<file path="src/rtl/core/assert_macros.svh">
// Assertion helpers shared by the RTL.
`ifndef ASSERT_MACROS_SVH
`define ASSERT_MACROS_SVH

// Same-cycle implication, masked while reset is asserted.
`define ATAT_ASSERT_IMP(lbl, clk, rst_n, ante, cons) \
    lbl: assert property (@(posedge clk) disable iff (!(rst_n)) (ante) |-> (cons)) \
        else $error("atat: same-cycle check failed");

// Next-cycle implication, masked while reset is asserted.
`define ATAT_ASSERT_NXT(lbl, clk, rst_n, ante, cons) \
    lbl: assert property (@(posedge clk) disable iff (!(rst_n)) (ante) |=> (cons)) \
        else $error("atat: next-cycle check failed");

`endif

</file>
<file path="src/rtl/core/atat_pkg.sv">
package atat_pkg;

    localparam int LBA_W      = 48;
    localparam int LBA_HALF_W = 24;
    localparam int CNT_W      = 17;
    localparam int CBYTES_W   = 16;
    localparam int DEV_W      = 8;
    localparam int MODE_W     = 2;
    localparam int ADV_W      = 17;
    localparam int HEADS_W    = 5;
    localparam int SPT_W      = 8;
    localparam int CFG_DATA_W = 8;
    localparam int CFG_IDX_W  = 1;

    // shared divider: 48-bit dividend, divisor up to heads*spt
    localparam int DIVIDEND_W = LBA_W;
    localparam int DIVISOR_W  = HEADS_W + SPT_W;
    localparam int ITER_W     = 6;
    localparam logic [ITER_W-1:0] ITERS_BLOCK = ITER_W'(DIVIDEND_W);
    localparam logic [ITER_W-1:0] ITERS_TRACK = ITER_W'(DIVISOR_W);

    localparam logic [MODE_W-1:0] MODE_CHS   = 2'd0;
    localparam logic [MODE_W-1:0] MODE_LBA28 = 2'd1;
    localparam logic [MODE_W-1:0] MODE_LBA48 = 2'd2;

    // action bit of an input word
    localparam logic ACT_LOAD    = 1'b0;
    localparam logic ACT_ADVANCE = 1'b1;

    localparam logic [CFG_IDX_W-1:0] REG_HEAD_COUNT = 1'b0;
    localparam logic [CFG_IDX_W-1:0] REG_SPT        = 1'b1;

    localparam logic [HEADS_W-1:0] HEADS_RESET = 5'd16;
    localparam logic [SPT_W-1:0]   SPT_RESET   = 8'd63;

    localparam logic [CNT_W-1:0] CNT_256   = 17'h00100;
    localparam logic [CNT_W-1:0] CNT_65536 = 17'h10000;

    localparam int LBA_BIT = 6;

    typedef struct packed {
        logic                  start;
        logic [ITER_W-1:0]     iters;
        logic [DIVIDEND_W-1:0] dividend;
        logic [DIVISOR_W-1:0]  divisor;
    } t_div_req;

    typedef struct packed {
        logic busy;
        logic done;
    } t_div_stat;

    typedef struct packed {
        logic [LBA_W-1:0]    block;
        logic [CNT_W-1:0]    count;
        logic [MODE_W-1:0]   mode;
        logic [LBA_W-1:0]    lba;
        logic [CBYTES_W-1:0] cbytes;
        logic [DEV_W-1:0]    dev;
    } t_result;

endpackage

</file>
<file path="src/rtl/core/atat_if.sv">
interface atat_in_if;
    import atat_pkg::*;

    logic                  valid;
    logic                  ready;
    logic                  action;
    logic                  lba48_mode;
    logic [LBA_HALF_W-1:0] lba_low_bytes;
    logic [LBA_HALF_W-1:0] lba_high_bytes;
    logic [CBYTES_W-1:0]   count_bytes;
    logic [DEV_W-1:0]      device_reg;
    logic [ADV_W-1:0]      advance_sectors;

    modport source (
        output valid, action, lba48_mode, lba_low_bytes, lba_high_bytes,
               count_bytes, device_reg, advance_sectors,
        input  ready
    );
    modport sink (
        input  valid, action, lba48_mode, lba_low_bytes, lba_high_bytes,
               count_bytes, device_reg, advance_sectors,
        output ready
    );
endinterface

interface atat_out_if;
    import atat_pkg::*;

    logic                  valid;
    logic                  ready;
    logic [LBA_W-1:0]      block_address;
    logic [CNT_W-1:0]      sector_count;
    logic [MODE_W-1:0]     address_mode;
    logic [LBA_HALF_W-1:0] out_lba_low_bytes;
    logic [LBA_HALF_W-1:0] out_lba_high_bytes;
    logic [CBYTES_W-1:0]   out_count_bytes;
    logic [DEV_W-1:0]      out_device_reg;

    modport source (
        output valid, block_address, sector_count, address_mode, out_lba_low_bytes,
               out_lba_high_bytes, out_count_bytes, out_device_reg,
        input  ready
    );
    modport sink (
        input  valid, block_address, sector_count, address_mode, out_lba_low_bytes,
               out_lba_high_bytes, out_count_bytes, out_device_reg,
        output ready
    );
endinterface

</file>
<file path="src/rtl/core/ata_taskfile_address_translate_core.sv">
// ATA task-file address translation core.
// Input channel i_in carries one word per command event: action 0 loads a
// task file and decodes start block and sector count (CHS, LBA28, LBA48);
// action 1 advances the held address by advance_sectors, capped at the
// remaining count, and re-encodes the task-file bytes. Output channel o_out
// returns one word per input word: the held state after that event.
// Geometry (head count, sectors per track) is written through the plain
// write port i_cfg_*; the user must write it only while the core is idle,
// and the core itself does not enforce this. A CHS load with a nonzero
// sector number passes S_DMUL and S_DADD, an advance with something left
// passes S_ENC; every event ends in S_FIN. A CHS advance uses the shared
// restoring divider: 48 steps for block / (heads*spt), then 13 steps for
// the remainder / spt. i_in.ready is high only between events.
// Results sit in an output register; a new word is accepted while a result
// waits, and a finished result only stalls the core if the previous one has
// not yet been taken. Reset is synchronous: geometry returns to 16 heads and
// 63 sectors per track, all held state clears to zero (CHS mode) and the
// output register empties.
`include "assert_macros.svh"

module ata_taskfile_address_translate_core (
    input  logic                               i_clk,
    input  logic                               i_rst_n,
    input  logic                               i_cfg_we,
    input  logic [atat_pkg::CFG_IDX_W-1:0]     i_cfg_index,
    input  logic [atat_pkg::CFG_DATA_W-1:0]    i_cfg_data,
    atat_in_if.sink                            i_in,
    atat_out_if.source                         o_out
);
    import atat_pkg::*;

    typedef enum logic [6:0] {
        S_IDLE = 7'b0000001,
        S_DMUL = 7'b0000010,   // CHS decode products
        S_DADD = 7'b0000100,   // CHS decode sum
        S_ENC  = 7'b0001000,   // pick re-encoding
        S_DIV1 = 7'b0010000,   // block / sectors per cylinder
        S_DIV2 = 7'b0100000,   // remainder / sectors per track
        S_FIN  = 7'b1000000    // hand result to output register
    } t_state;

    t_state r_state, n_state;

    logic [HEADS_W-1:0]   r_heads, n_heads;
    logic [SPT_W-1:0]     r_spt, n_spt;

    logic [LBA_W-1:0]     r_block, n_block;
    logic [CNT_W-1:0]     r_count, n_count;
    logic [MODE_W-1:0]    r_mode, n_mode;
    logic [DEV_W-1:0]     r_dev, n_dev;
    logic [LBA_W-1:0]     r_lba, n_lba;
    logic [CBYTES_W-1:0]  r_cbytes, n_cbytes;

    // working registers
    logic [DIVISOR_W-1:0] r_spc, n_spc;
    logic [DIVISOR_W-1:0] r_off, n_off;
    logic [15:0]          r_cyl, n_cyl;

    t_result r_res, n_res;
    logic    r_out_valid, n_out_valid;

    logic [HEADS_W-1:0]   w_heads;
    logic [SPT_W-1:0]     w_spt;
    logic [28:0]          w_cyl_prod;
    logic [11:0]          w_head_prod;
    logic [ADV_W-1:0]     w_adv;
    logic [7:0]           w_c0;
    logic [MODE_W-1:0]    w_enc_mode;
    logic                 w_accept;
    logic                 w_div_phase;

    t_div_req             w_div_req;
    t_div_stat            w_div_stat;
    logic [DIVIDEND_W-1:0] w_div_quot;
    logic [DIVISOR_W-1:0]  w_div_rem;

    // zero geometry behaves as one
    assign w_heads = (r_heads == '0) ? HEADS_W'(1) : r_heads;
    assign w_spt   = (r_spt == '0) ? SPT_W'(1) : r_spt;

    assign w_cyl_prod  = {13'd0, r_lba[23:8]} * {16'd0, r_spc};
    assign w_head_prod = {8'd0, r_dev[3:0]} * {4'd0, w_spt};

    assign w_adv = (i_in.advance_sectors > r_count) ? r_count : i_in.advance_sectors;
    assign w_c0  = (r_count == CNT_256) ? 8'h00 : r_count[7:0];

    assign w_enc_mode = r_dev[LBA_BIT] ? r_mode : MODE_CHS;

    assign i_in.ready = (r_state == S_IDLE);
    assign w_accept   = i_in.valid && i_in.ready;

    assign w_div_phase = (r_state == S_DIV1 || r_state == S_DIV2);

    // shared divider requests
    always_comb begin
        w_div_req.start    = 1'b0;
        w_div_req.iters    = ITERS_BLOCK;
        w_div_req.dividend = r_block;
        w_div_req.divisor  = r_spc;
        if (r_state == S_ENC && w_enc_mode == MODE_CHS) begin
            w_div_req.start = 1'b1;
        end else if (r_state == S_DIV1) begin
            w_div_req.start    = w_div_stat.done;
            w_div_req.iters    = ITERS_TRACK;
            w_div_req.dividend = {w_div_rem, (DIVIDEND_W - DIVISOR_W)'(0)};
            w_div_req.divisor  = {(DIVISOR_W - SPT_W)'(0), w_spt};
        end
    end

    atat_div u_div (
        .i_clk   (i_clk),
        .i_rst_n (i_rst_n),
        .i_req   (w_div_req),
        .o_stat  (w_div_stat),
        .o_quot  (w_div_quot),
        .o_rem   (w_div_rem)
    );

    always_comb begin
        n_state     = r_state;
        n_heads     = r_heads;
        n_spt       = r_spt;
        n_block     = r_block;
        n_count     = r_count;
        n_mode      = r_mode;
        n_dev       = r_dev;
        n_lba       = r_lba;
        n_cbytes    = r_cbytes;
        n_spc       = r_spc;
        n_off       = r_off;
        n_cyl       = r_cyl;
        n_res       = r_res;
        n_out_valid = r_out_valid;

        if (r_out_valid && o_out.ready) begin
            n_out_valid = 1'b0;
        end

        if (i_cfg_we) begin
            case (i_cfg_index)
                REG_HEAD_COUNT: n_heads = i_cfg_data[HEADS_W-1:0];
                REG_SPT:        n_spt   = i_cfg_data[SPT_W-1:0];
                default: ;
            endcase
        end

        case (r_state)
            S_IDLE: begin
                if (w_accept) begin
                    n_spc = DIVISOR_W'(w_heads) * DIVISOR_W'(w_spt);
                    if (i_in.action == ACT_LOAD) begin
                        n_lba    = {i_in.lba_high_bytes, i_in.lba_low_bytes};
                        n_cbytes = i_in.count_bytes;
                        n_dev    = i_in.device_reg;
                        n_state  = S_FIN;
                        if (!i_in.device_reg[LBA_BIT]) begin
                            n_mode = MODE_CHS;
                            if (i_in.lba_low_bytes[7:0] == 8'h00) begin
                                // sector number zero: empty
                                n_block = '0;
                                n_count = '0;
                            end else begin
                                n_state = S_DMUL;
                            end
                        end else if (i_in.lba48_mode) begin
                            n_mode  = MODE_LBA48;
                            n_block = {i_in.lba_high_bytes, i_in.lba_low_bytes};
                            n_count = (i_in.count_bytes == '0) ? CNT_65536
                                                               : {1'b0, i_in.count_bytes};
                        end else begin
                            n_mode  = MODE_LBA28;
                            n_block = {20'd0, i_in.device_reg[3:0], i_in.lba_low_bytes};
                            n_count = (i_in.count_bytes[7:0] == 8'h00) ? CNT_256
                                    : {9'd0, i_in.count_bytes[7:0]};
                        end
                    end else if (r_count != '0) begin
                        n_count = r_count - w_adv;
                        n_block = r_block + {(LBA_W - ADV_W)'(0), w_adv};
                        n_state = S_ENC;
                    end else begin
                        // nothing left: state unchanged
                        n_state = S_FIN;
                    end
                end
            end
            S_DMUL: begin
                n_block = {(LBA_W - 29)'(0), w_cyl_prod};
                n_off   = {1'b0, w_head_prod} + {5'd0, r_lba[7:0]} - DIVISOR_W'(1);
                n_state = S_DADD;
            end
            S_DADD: begin
                n_block = r_block + {(LBA_W - DIVISOR_W)'(0), r_off};
                n_count = (r_cbytes[7:0] == 8'h00) ? CNT_256 : {9'd0, r_cbytes[7:0]};
                n_state = S_FIN;
            end
            S_ENC: begin
                n_mode = w_enc_mode;
                case (w_enc_mode)
                    MODE_CHS: begin
                        n_state = S_DIV1;
                    end
                    MODE_LBA28: begin
                        n_dev          = {r_dev[7:4], r_block[27:24]};
                        n_lba[23:0]    = r_block[23:0];
                        n_cbytes[7:0]  = w_c0;
                        n_state        = S_FIN;
                    end
                    MODE_LBA48: begin
                        n_lba    = r_block;
                        n_cbytes = (r_count == CNT_65536) ? 16'h0000 : r_count[15:0];
                        n_state  = S_FIN;
                    end
                    default: begin
                        n_state = S_FIN;
                    end
                endcase
            end
            S_DIV1: begin
                if (w_div_stat.done) begin
                    // cylinder bits above 15 dropped
                    n_cyl   = w_div_quot[15:0];
                    n_state = S_DIV2;
                end
            end
            S_DIV2: begin
                if (w_div_stat.done) begin
                    n_lba[23:0]   = {r_cyl, w_div_rem[7:0] + 8'd1};
                    n_dev         = {r_dev[7:4], w_div_quot[3:0]};
                    n_cbytes[7:0] = w_c0;
                    n_state       = S_FIN;
                end
            end
            S_FIN: begin
                if (!r_out_valid || o_out.ready) begin
                    n_res.block  = r_block;
                    n_res.count  = r_count;
                    n_res.mode   = r_mode;
                    n_res.lba    = r_lba;
                    n_res.cbytes = r_cbytes;
                    n_res.dev    = r_dev;
                    n_out_valid  = 1'b1;
                    n_state      = S_IDLE;
                end
            end
            default: begin
                n_state = S_IDLE;
            end
        endcase
    end

    always_ff @(posedge i_clk) begin
        if (!i_rst_n) begin
            r_state     <= S_IDLE;
            r_heads     <= HEADS_RESET;
            r_spt       <= SPT_RESET;
            r_block     <= '0;
            r_count     <= '0;
            r_mode      <= MODE_CHS;
            r_dev       <= '0;
            r_lba       <= '0;
            r_cbytes    <= '0;
            r_out_valid <= 1'b0;
        end else begin
            r_state     <= n_state;
            r_heads     <= n_heads;
            r_spt       <= n_spt;
            r_block     <= n_block;
            r_count     <= n_count;
            r_mode      <= n_mode;
            r_dev       <= n_dev;
            r_lba       <= n_lba;
            r_cbytes    <= n_cbytes;
            r_out_valid <= n_out_valid;
        end
    end

    always_ff @(posedge i_clk) begin
        r_spc <= n_spc;
        r_off <= n_off;
        r_cyl <= n_cyl;
        r_res <= n_res;
    end

    assign o_out.valid              = r_out_valid;
    assign o_out.block_address      = r_res.block;
    assign o_out.sector_count       = r_res.count;
    assign o_out.address_mode       = r_res.mode;
    assign o_out.out_lba_low_bytes  = r_res.lba[LBA_HALF_W-1:0];
    assign o_out.out_lba_high_bytes = r_res.lba[LBA_W-1:LBA_HALF_W];
    assign o_out.out_count_bytes    = r_res.cbytes;
    assign o_out.out_device_reg     = r_res.dev;

    // divider only runs during the CHS re-encoding steps
    `ATAT_ASSERT_IMP(a_div_owner, i_clk, i_rst_n, w_div_stat.busy, w_div_phase)
    // remaining count never exceeds the LBA48 maximum
    `ATAT_ASSERT_IMP(a_count_max, i_clk, i_rst_n, 1'b1, (r_count <= CNT_65536))
    // an accepted word always starts work
    `ATAT_ASSERT_NXT(a_busy_after, i_clk, i_rst_n, w_accept, !i_in.ready)

endmodule

</file>
<file path="src/rtl/core/atat_div.sv">
// Restoring divider, one quotient bit per cycle.
module atat_div (
    input  logic                                i_clk,
    input  logic                                i_rst_n,
    input  atat_pkg::t_div_req                  i_req,
    output atat_pkg::t_div_stat                 o_stat,
    output logic [atat_pkg::DIVIDEND_W-1:0]     o_quot,
    output logic [atat_pkg::DIVISOR_W-1:0]      o_rem
);
    import atat_pkg::*;

    logic [DIVIDEND_W-1:0] r_q, n_q;
    logic [DIVISOR_W-1:0]  r_rem, n_rem;
    logic [DIVISOR_W-1:0]  r_d, n_d;
    logic [ITER_W-1:0]     r_cnt, n_cnt;
    logic                  r_busy, n_busy;
    logic                  r_done, n_done;

    logic [DIVISOR_W:0] w_trial;
    logic [DIVISOR_W:0] w_diff;
    logic               w_ge;

    assign w_trial = {r_rem, r_q[DIVIDEND_W-1]};
    assign w_ge    = (w_trial >= {1'b0, r_d});
    assign w_diff  = w_trial - {1'b0, r_d};

    always_comb begin
        n_q    = r_q;
        n_rem  = r_rem;
        n_d    = r_d;
        n_cnt  = r_cnt;
        n_busy = r_busy;
        n_done = 1'b0;
        if (i_req.start) begin
            n_q    = i_req.dividend;
            n_rem  = '0;
            n_d    = i_req.divisor;
            n_cnt  = i_req.iters;
            n_busy = 1'b1;
        end else if (r_busy) begin
            n_q   = {r_q[DIVIDEND_W-2:0], w_ge};
            n_rem = w_ge ? w_diff[DIVISOR_W-1:0] : w_trial[DIVISOR_W-1:0];
            n_cnt = r_cnt - ITER_W'(1);
            if (r_cnt == ITER_W'(1)) begin
                n_busy = 1'b0;
                n_done = 1'b1;
            end
        end
    end

    always_ff @(posedge i_clk) begin
        if (!i_rst_n) begin
            r_busy <= 1'b0;
            r_done <= 1'b0;
            r_cnt  <= '0;
        end else begin
            r_busy <= n_busy;
            r_done <= n_done;
            r_cnt  <= n_cnt;
        end
    end

    always_ff @(posedge i_clk) begin
        r_q   <= n_q;
        r_rem <= n_rem;
        r_d   <= n_d;
    end

    assign o_stat.busy = r_busy;
    assign o_stat.done = r_done;
    assign o_quot      = r_q;
    assign o_rem       = r_rem;

endmodule
</file>
<file path="src/flat_wrapper.sv">
// flat-port wrapper written by rule: the top's interface ports become plain ports
module ata_taskfile_address_translate_core_flat import atat_pkg::*;
  (i_clk, i_rst_n, i_cfg_we, i_cfg_index, i_cfg_data, i_in_valid, i_in_action, i_in_lba48_mode, i_in_lba_low_bytes, i_in_lba_high_bytes, i_in_count_bytes, i_in_device_reg, i_in_advance_sectors, i_in_ready, o_out_valid, o_out_block_address, o_out_sector_count, o_out_address_mode, o_out_out_lba_low_bytes, o_out_out_lba_high_bytes, o_out_out_count_bytes, o_out_out_device_reg, o_out_ready);
  atat_in_if i_in_i ();
  atat_out_if o_out_i ();
  input  logic i_clk;
  input  logic i_rst_n;
  input  logic i_cfg_we;
  input  logic [atat_pkg::CFG_IDX_W-1:0] i_cfg_index;
  input  logic [atat_pkg::CFG_DATA_W-1:0] i_cfg_data;
  input wire logic [$bits(i_in_i.valid)-1:0] i_in_valid;
  input wire logic [$bits(i_in_i.action)-1:0] i_in_action;
  input wire logic [$bits(i_in_i.lba48_mode)-1:0] i_in_lba48_mode;
  input wire logic [$bits(i_in_i.lba_low_bytes)-1:0] i_in_lba_low_bytes;
  input wire logic [$bits(i_in_i.lba_high_bytes)-1:0] i_in_lba_high_bytes;
  input wire logic [$bits(i_in_i.count_bytes)-1:0] i_in_count_bytes;
  input wire logic [$bits(i_in_i.device_reg)-1:0] i_in_device_reg;
  input wire logic [$bits(i_in_i.advance_sectors)-1:0] i_in_advance_sectors;
  output wire logic [$bits(i_in_i.ready)-1:0] i_in_ready;
  output wire logic [$bits(o_out_i.valid)-1:0] o_out_valid;
  output wire logic [$bits(o_out_i.block_address)-1:0] o_out_block_address;
  output wire logic [$bits(o_out_i.sector_count)-1:0] o_out_sector_count;
  output wire logic [$bits(o_out_i.address_mode)-1:0] o_out_address_mode;
  output wire logic [$bits(o_out_i.out_lba_low_bytes)-1:0] o_out_out_lba_low_bytes;
  output wire logic [$bits(o_out_i.out_lba_high_bytes)-1:0] o_out_out_lba_high_bytes;
  output wire logic [$bits(o_out_i.out_count_bytes)-1:0] o_out_out_count_bytes;
  output wire logic [$bits(o_out_i.out_device_reg)-1:0] o_out_out_device_reg;
  input wire logic [$bits(o_out_i.ready)-1:0] o_out_ready;
  assign i_in_i.valid = i_in_valid;
  assign i_in_i.action = i_in_action;
  assign i_in_i.lba48_mode = i_in_lba48_mode;
  assign i_in_i.lba_low_bytes = i_in_lba_low_bytes;
  assign i_in_i.lba_high_bytes = i_in_lba_high_bytes;
  assign i_in_i.count_bytes = i_in_count_bytes;
  assign i_in_i.device_reg = i_in_device_reg;
  assign i_in_i.advance_sectors = i_in_advance_sectors;
  assign i_in_ready = i_in_i.ready;
  assign o_out_valid = o_out_i.valid;
  assign o_out_block_address = o_out_i.block_address;
  assign o_out_sector_count = o_out_i.sector_count;
  assign o_out_address_mode = o_out_i.address_mode;
  assign o_out_out_lba_low_bytes = o_out_i.out_lba_low_bytes;
  assign o_out_out_lba_high_bytes = o_out_i.out_lba_high_bytes;
  assign o_out_out_count_bytes = o_out_i.out_count_bytes;
  assign o_out_out_device_reg = o_out_i.out_device_reg;
  assign o_out_i.ready = o_out_ready;
  ata_taskfile_address_translate_core u_core (.i_clk(i_clk), .i_rst_n(i_rst_n), .i_cfg_we(i_cfg_we), .i_cfg_index(i_cfg_index), .i_cfg_data(i_cfg_data), .i_in(i_in_i), .o_out(o_out_i));
endmodule
</file>
<file path="config.mk">
export PLATFORM = sky130hd
export DESIGN_NAME = ata_taskfile_address_translate_core_flat
export DESIGN_NICKNAME = d
export VERILOG_FILES = /design/src/rtl/core/atat_pkg.sv /design/src/rtl/core/atat_if.sv /design/src/rtl/core/ata_taskfile_address_translate_core.sv /design/src/rtl/core/atat_div.sv /design/src/flat_wrapper.sv
export VERILOG_INCLUDE_DIRS = /design/src /design/src/rtl/core
export SDC_FILE = /design/constraint.sdc
export NUM_CORES = 2
export LEC_CHECK = 0
export BUFFER_PORTS_ARGS = -buffer_cell sky130_fd_sc_hd__buf_2
export CAP_MARGIN = 20
export CORE_ASPECT_RATIO = 0.75
export CORE_MARGIN = 2
export CORE_UTILIZATION = 45
export CTS_BUF_LIST = sky130_fd_sc_hd__clkbuf_4 sky130_fd_sc_hd__clkbuf_8 sky130_fd_sc_hd__clkbuf_16
export DETAILED_ROUTE_END_ITERATION = 16
export HOLD_SLACK_MARGIN = 0.08
export SLEW_MARGIN = 10
export SYNTH_ARGS = -nofsm -noshare
export SYNTH_HDL_FRONTEND = slang
export SYNTH_SLANG_ARGS = --single-unit
</file>
<file path="constraint.sdc">
create_clock -name i_clk -period 11.3 [get_ports i_clk]
set_input_delay 0.565 -clock i_clk [delete_from_list [all_inputs] [get_ports i_clk]]
set_output_delay 0.565 -clock i_clk [all_outputs]
set_load 0.005 [all_outputs]
</file>
==> out/metrics.yaml <==
slew_headroom: 0.280
fin_crit_ns: 6.30
avgSynthCellArea_sq_um: 9.24
period_share: 0.558
die_h_um: 232
most-common-layout-cells: "nand2_1 (470), inv_1 (351), buf_2 (245)"
synth-xor-area-share: 0.0273
grt_max_degree: 71
fin_ws_ns: 5.00
skew_ns: 0.0230
antenna_found_initial: 11
max_cap_viol_count: 0
areaGrowthSynthToFinish_pct: 11.2
critPathRequiredTime_ns: 11.80
clock.fmax_mhz: 159
status: "finished, final reports clean"
cts.path.max_buffers: 3
post-cts-setup-buffers: 0
path_clk_slew_ns: 0.07
vias: 25905
drtIter0Drc: 2914
nets: 4009
ys_seq_area_frac: 0.349
vias_per_cell: 5.83
numPortBuffers: 245
synth_fp_nets: 3876
clock_latency_ns: 0.62
drc: 0
cp.arrival_ns: 6.81
p_clk_frac: 0.175
root_buffer: "clkbuf_16"
cts.sinks: 423
cp_common_cell: "fa_1"
power_density_nw_per_um2: 274
critPathMaxStageDelay_ns: 0.63
min_path_type: "primary input to register"
grt_use_total: 0.276
synthMuxAreaShare: 0.0138
cts_tree: "done"
p_seq_frac: 0.247
p_sw_frac: 0.463
core_sq_um: 68400
synth.cell_area_sq_um: 31200
routabilityCongestion: 0.922
htree_levels: 2
row_count: 83
cp-start-kind: "register"
rsz0062_at_grt: "false"
ys_async_sr_fraction: 0
globalRoute.totalOverflow: 0
synthesis.instances: 3373
yosys_most_used_dff: "edfxtp_1"
ant_nets: 0
crit_path_max_fanout: 17
slew_viol_final: 0
endpoint_kind: "register"
hpwl_um: 72900
hold_viol: 0
vdd_drop_max_v: 0.000298
finalWirelength_um: 99200
yosys.area_share.simple: 0.172
power.share.combinational: 0.577
die_w_um: 308
synth_compound_area_frac: 0.162
yosys.area_share.adder: 0.207
fill_cells: 6388
yosysWarnings: 0
synth_top_family_by_area: "adder cells"
fin_tns_setup_ns: 0
dp_slack_ns: 4.99
cp_cell_sequence: "and2_1 > fa_1 > inv_1 > fa_1 > inv_1 > fa_1 > inv_1 > fa_1 > fa_1 > inv_1 > ha_1 > nor3_1 > and4b_1 > a221oi_2 > o221ai_1 > a311o_1 > a21oi_1 > xor2_1 > nor2_1 > o31a_1"
layout_commonest_cell: "nand2_1"
synth_seq_cells: 423
cp_slowest_cell: "edfxtp_1"
cts_made_buffers: 47
p_switching_mw: 4.40
postCtsResizedCells: 0
p_leak_nw: 14.7
cts_hold_buf: 0
die-area_sq_um: 71400
grt_pass1_vias: 24106
ioPinCount: 246
path_delay_family: "adder cells"
synth_edf_count: 242
tightest_slew_ns: 1.08
drive_gt1_frac: 0.122
synth.distinct_cells: 108
p_int_mw: 5.10
grt_pass1_wl_um: 151000
setup_violations: 0
first_pass_iters: 6
start_util: 0.455
path_class: "register to register"
path_buf_inv: 4
wl_per_cell_um: 22.3
[through the flow]
stage / util / instances / power, mW / area (sq um) / hold slack, ns
floorplan: - / 3373 / 6.33 / 31200 / 0.402
global placement: 0.482 / 4348 / 7.79 / 33000 / 0.408
detailed placement: 0.482 / 4348 / 7.85 / 33000 / 0.417
CTS: 0.506 / 4436 / 9.54 / 34600 / 0.154
global route: 0.506 / 4444 / 10.4 / 34700 / 0.191
finish: 0.506 / 4444 / 9.50 / 34700 / 0.179
[power groups by stage]
stage               Sequential (mW)  Clock (mW)  Combinational [mW]
floorplan                      2.09           0                4.23
detailed placement             2.37           0                5.48
global placement               2.36           0                5.42
global route                   2.37        1.75                6.23
finish                         2.35        1.67                5.48
CTS                            2.34        1.69                5.52
[synth_stat cells (all sizes together) (6+ instances only)]
cell / n / area [sq um]
a2111oi: 6 / 58.8
a211o: 11 / 96.3
a211oi: 64 / 500
a21boi: 8 / 60.1
a21o: 35 / 263
a21oi: 170 / 862
a221oi: 39 / 354
a22oi: 51 / 383
a311oi: 42 / 385
a31o: 8 / 70.1
a31oi: 36 / 231
and2: 146 / 913
and3: 24 / 150
buf: 43 / 230
clkbuf: 149 / 559
dfxtp: 181 / 3620
edfxtp: 242 / 7270
fa: 198 / 3960
ha: 200 / 2500
inv: 352 / 1320
mux2: 16 / 180
mux2i: 25 / 250
nand2: 474 / 1790
nand2b: 24 / 150
nand3: 102 / 521
nand4: 21 / 138
nor2: 216 / 823
nor2b: 30 / 188
nor3: 36 / 191
nor4: 19 / 119
o211ai: 17 / 128
o21a: 15 / 113
o21ai: 132 / 664
o21bai: 16 / 120
o22ai: 13 / 81.3
o31ai: 8 / 65.1
o41ai: 7 / 76.3
or3: 10 / 62.6
xnor2: 62 / 543
xor2: 35 / 307
[logic make-up (layout without fill, tap and decap cells)]
group / count (synthesis) / in the layout
AOI/OAI and AO/OA: 732 / 732
xor gates and xnor gates: 97 / 97
muxes: 41 / 41
adders and majority gates: 398 / 398
buffers and inverters: 546 / 718
other: 0 / 7
DFF: 423 / 423
and+or+nand+nor: 1136 / 1136
[layer usage]
| layer | track usage | wire length (um) | vias to the layer above |
|---|---|---|---|
| met4 | 0.0671 | 2150 | 6 |
| met2 | 0.403 | 42000 | 1238 |
| li1 | - | - | 11996 |
| met5 | 0 | 37 | - |
| met1 | 0.417 | 45500 | 12536 |
| met3 | 0.0526 | 9560 | 129 |
[final timing paths]
path / startpoint / end / slack (ns) / cells after the start
worst max-delay path: u_core.r_spc[3]$_DFFE_PP_ / u_core.r_block[21]$_SDFFE_PN0P_ / 5.00 / 20
worst min register to register: u_core.r_dev[5]$_SDFFE_PN0P_ / u_core.o_out.out_device_reg[5]$_DFFE_PP_ / 0.43 / 0
worst max register to register: u_core.r_spc[3]$_DFFE_PP_ / u_core.r_block[21]$_SDFFE_PN0P_ / 5.00 / 20
worst min-delay path: i_cfg_data[0] / u_core.r_spt[0]$_SDFFE_PN1P_ / 0.18 / 3
[final cells by class]
type / count / area [sq um] / area share
Multi-Input combinational cell: 2404 / 18200 / 0.525
Antenna cell: 7 / 17.5 / 0.000505
Tap cell: 892 / 1120 / 0.0322
Sequential cell: 423 / 10900 / 0.314
Timing Repair Buffer: 276 / 1460 / 0.0422
Inverter: 354 / 1330 / 0.0384
Clock inverter: 27 / 303 / 0.00874
Clock buffer: 61 / 1350 / 0.0388
[worst reg2reg max path, stage by stage, from the launching register on]
cell and delay, ns:
edfxtp_1 0.63, and2_1 0.30, fa_1 0.53, inv_1 0.06, fa_1 0.53, inv_1 0.05
fa_1 0.51, inv_1 0.05, fa_1 0.47, fa_1 0.54, inv_1 0.04, ha_1 0.34
nor3_1 0.31, and4b_1 0.25, a221oi_2 0.32, o221ai_1 0.25, a311o_1 0.41, a21oi_1 0.18
xor2_1 0.16, nor2_1 0.05, o31a_1 0.23
No activity file was read; power rests on OpenSTA's default activity.
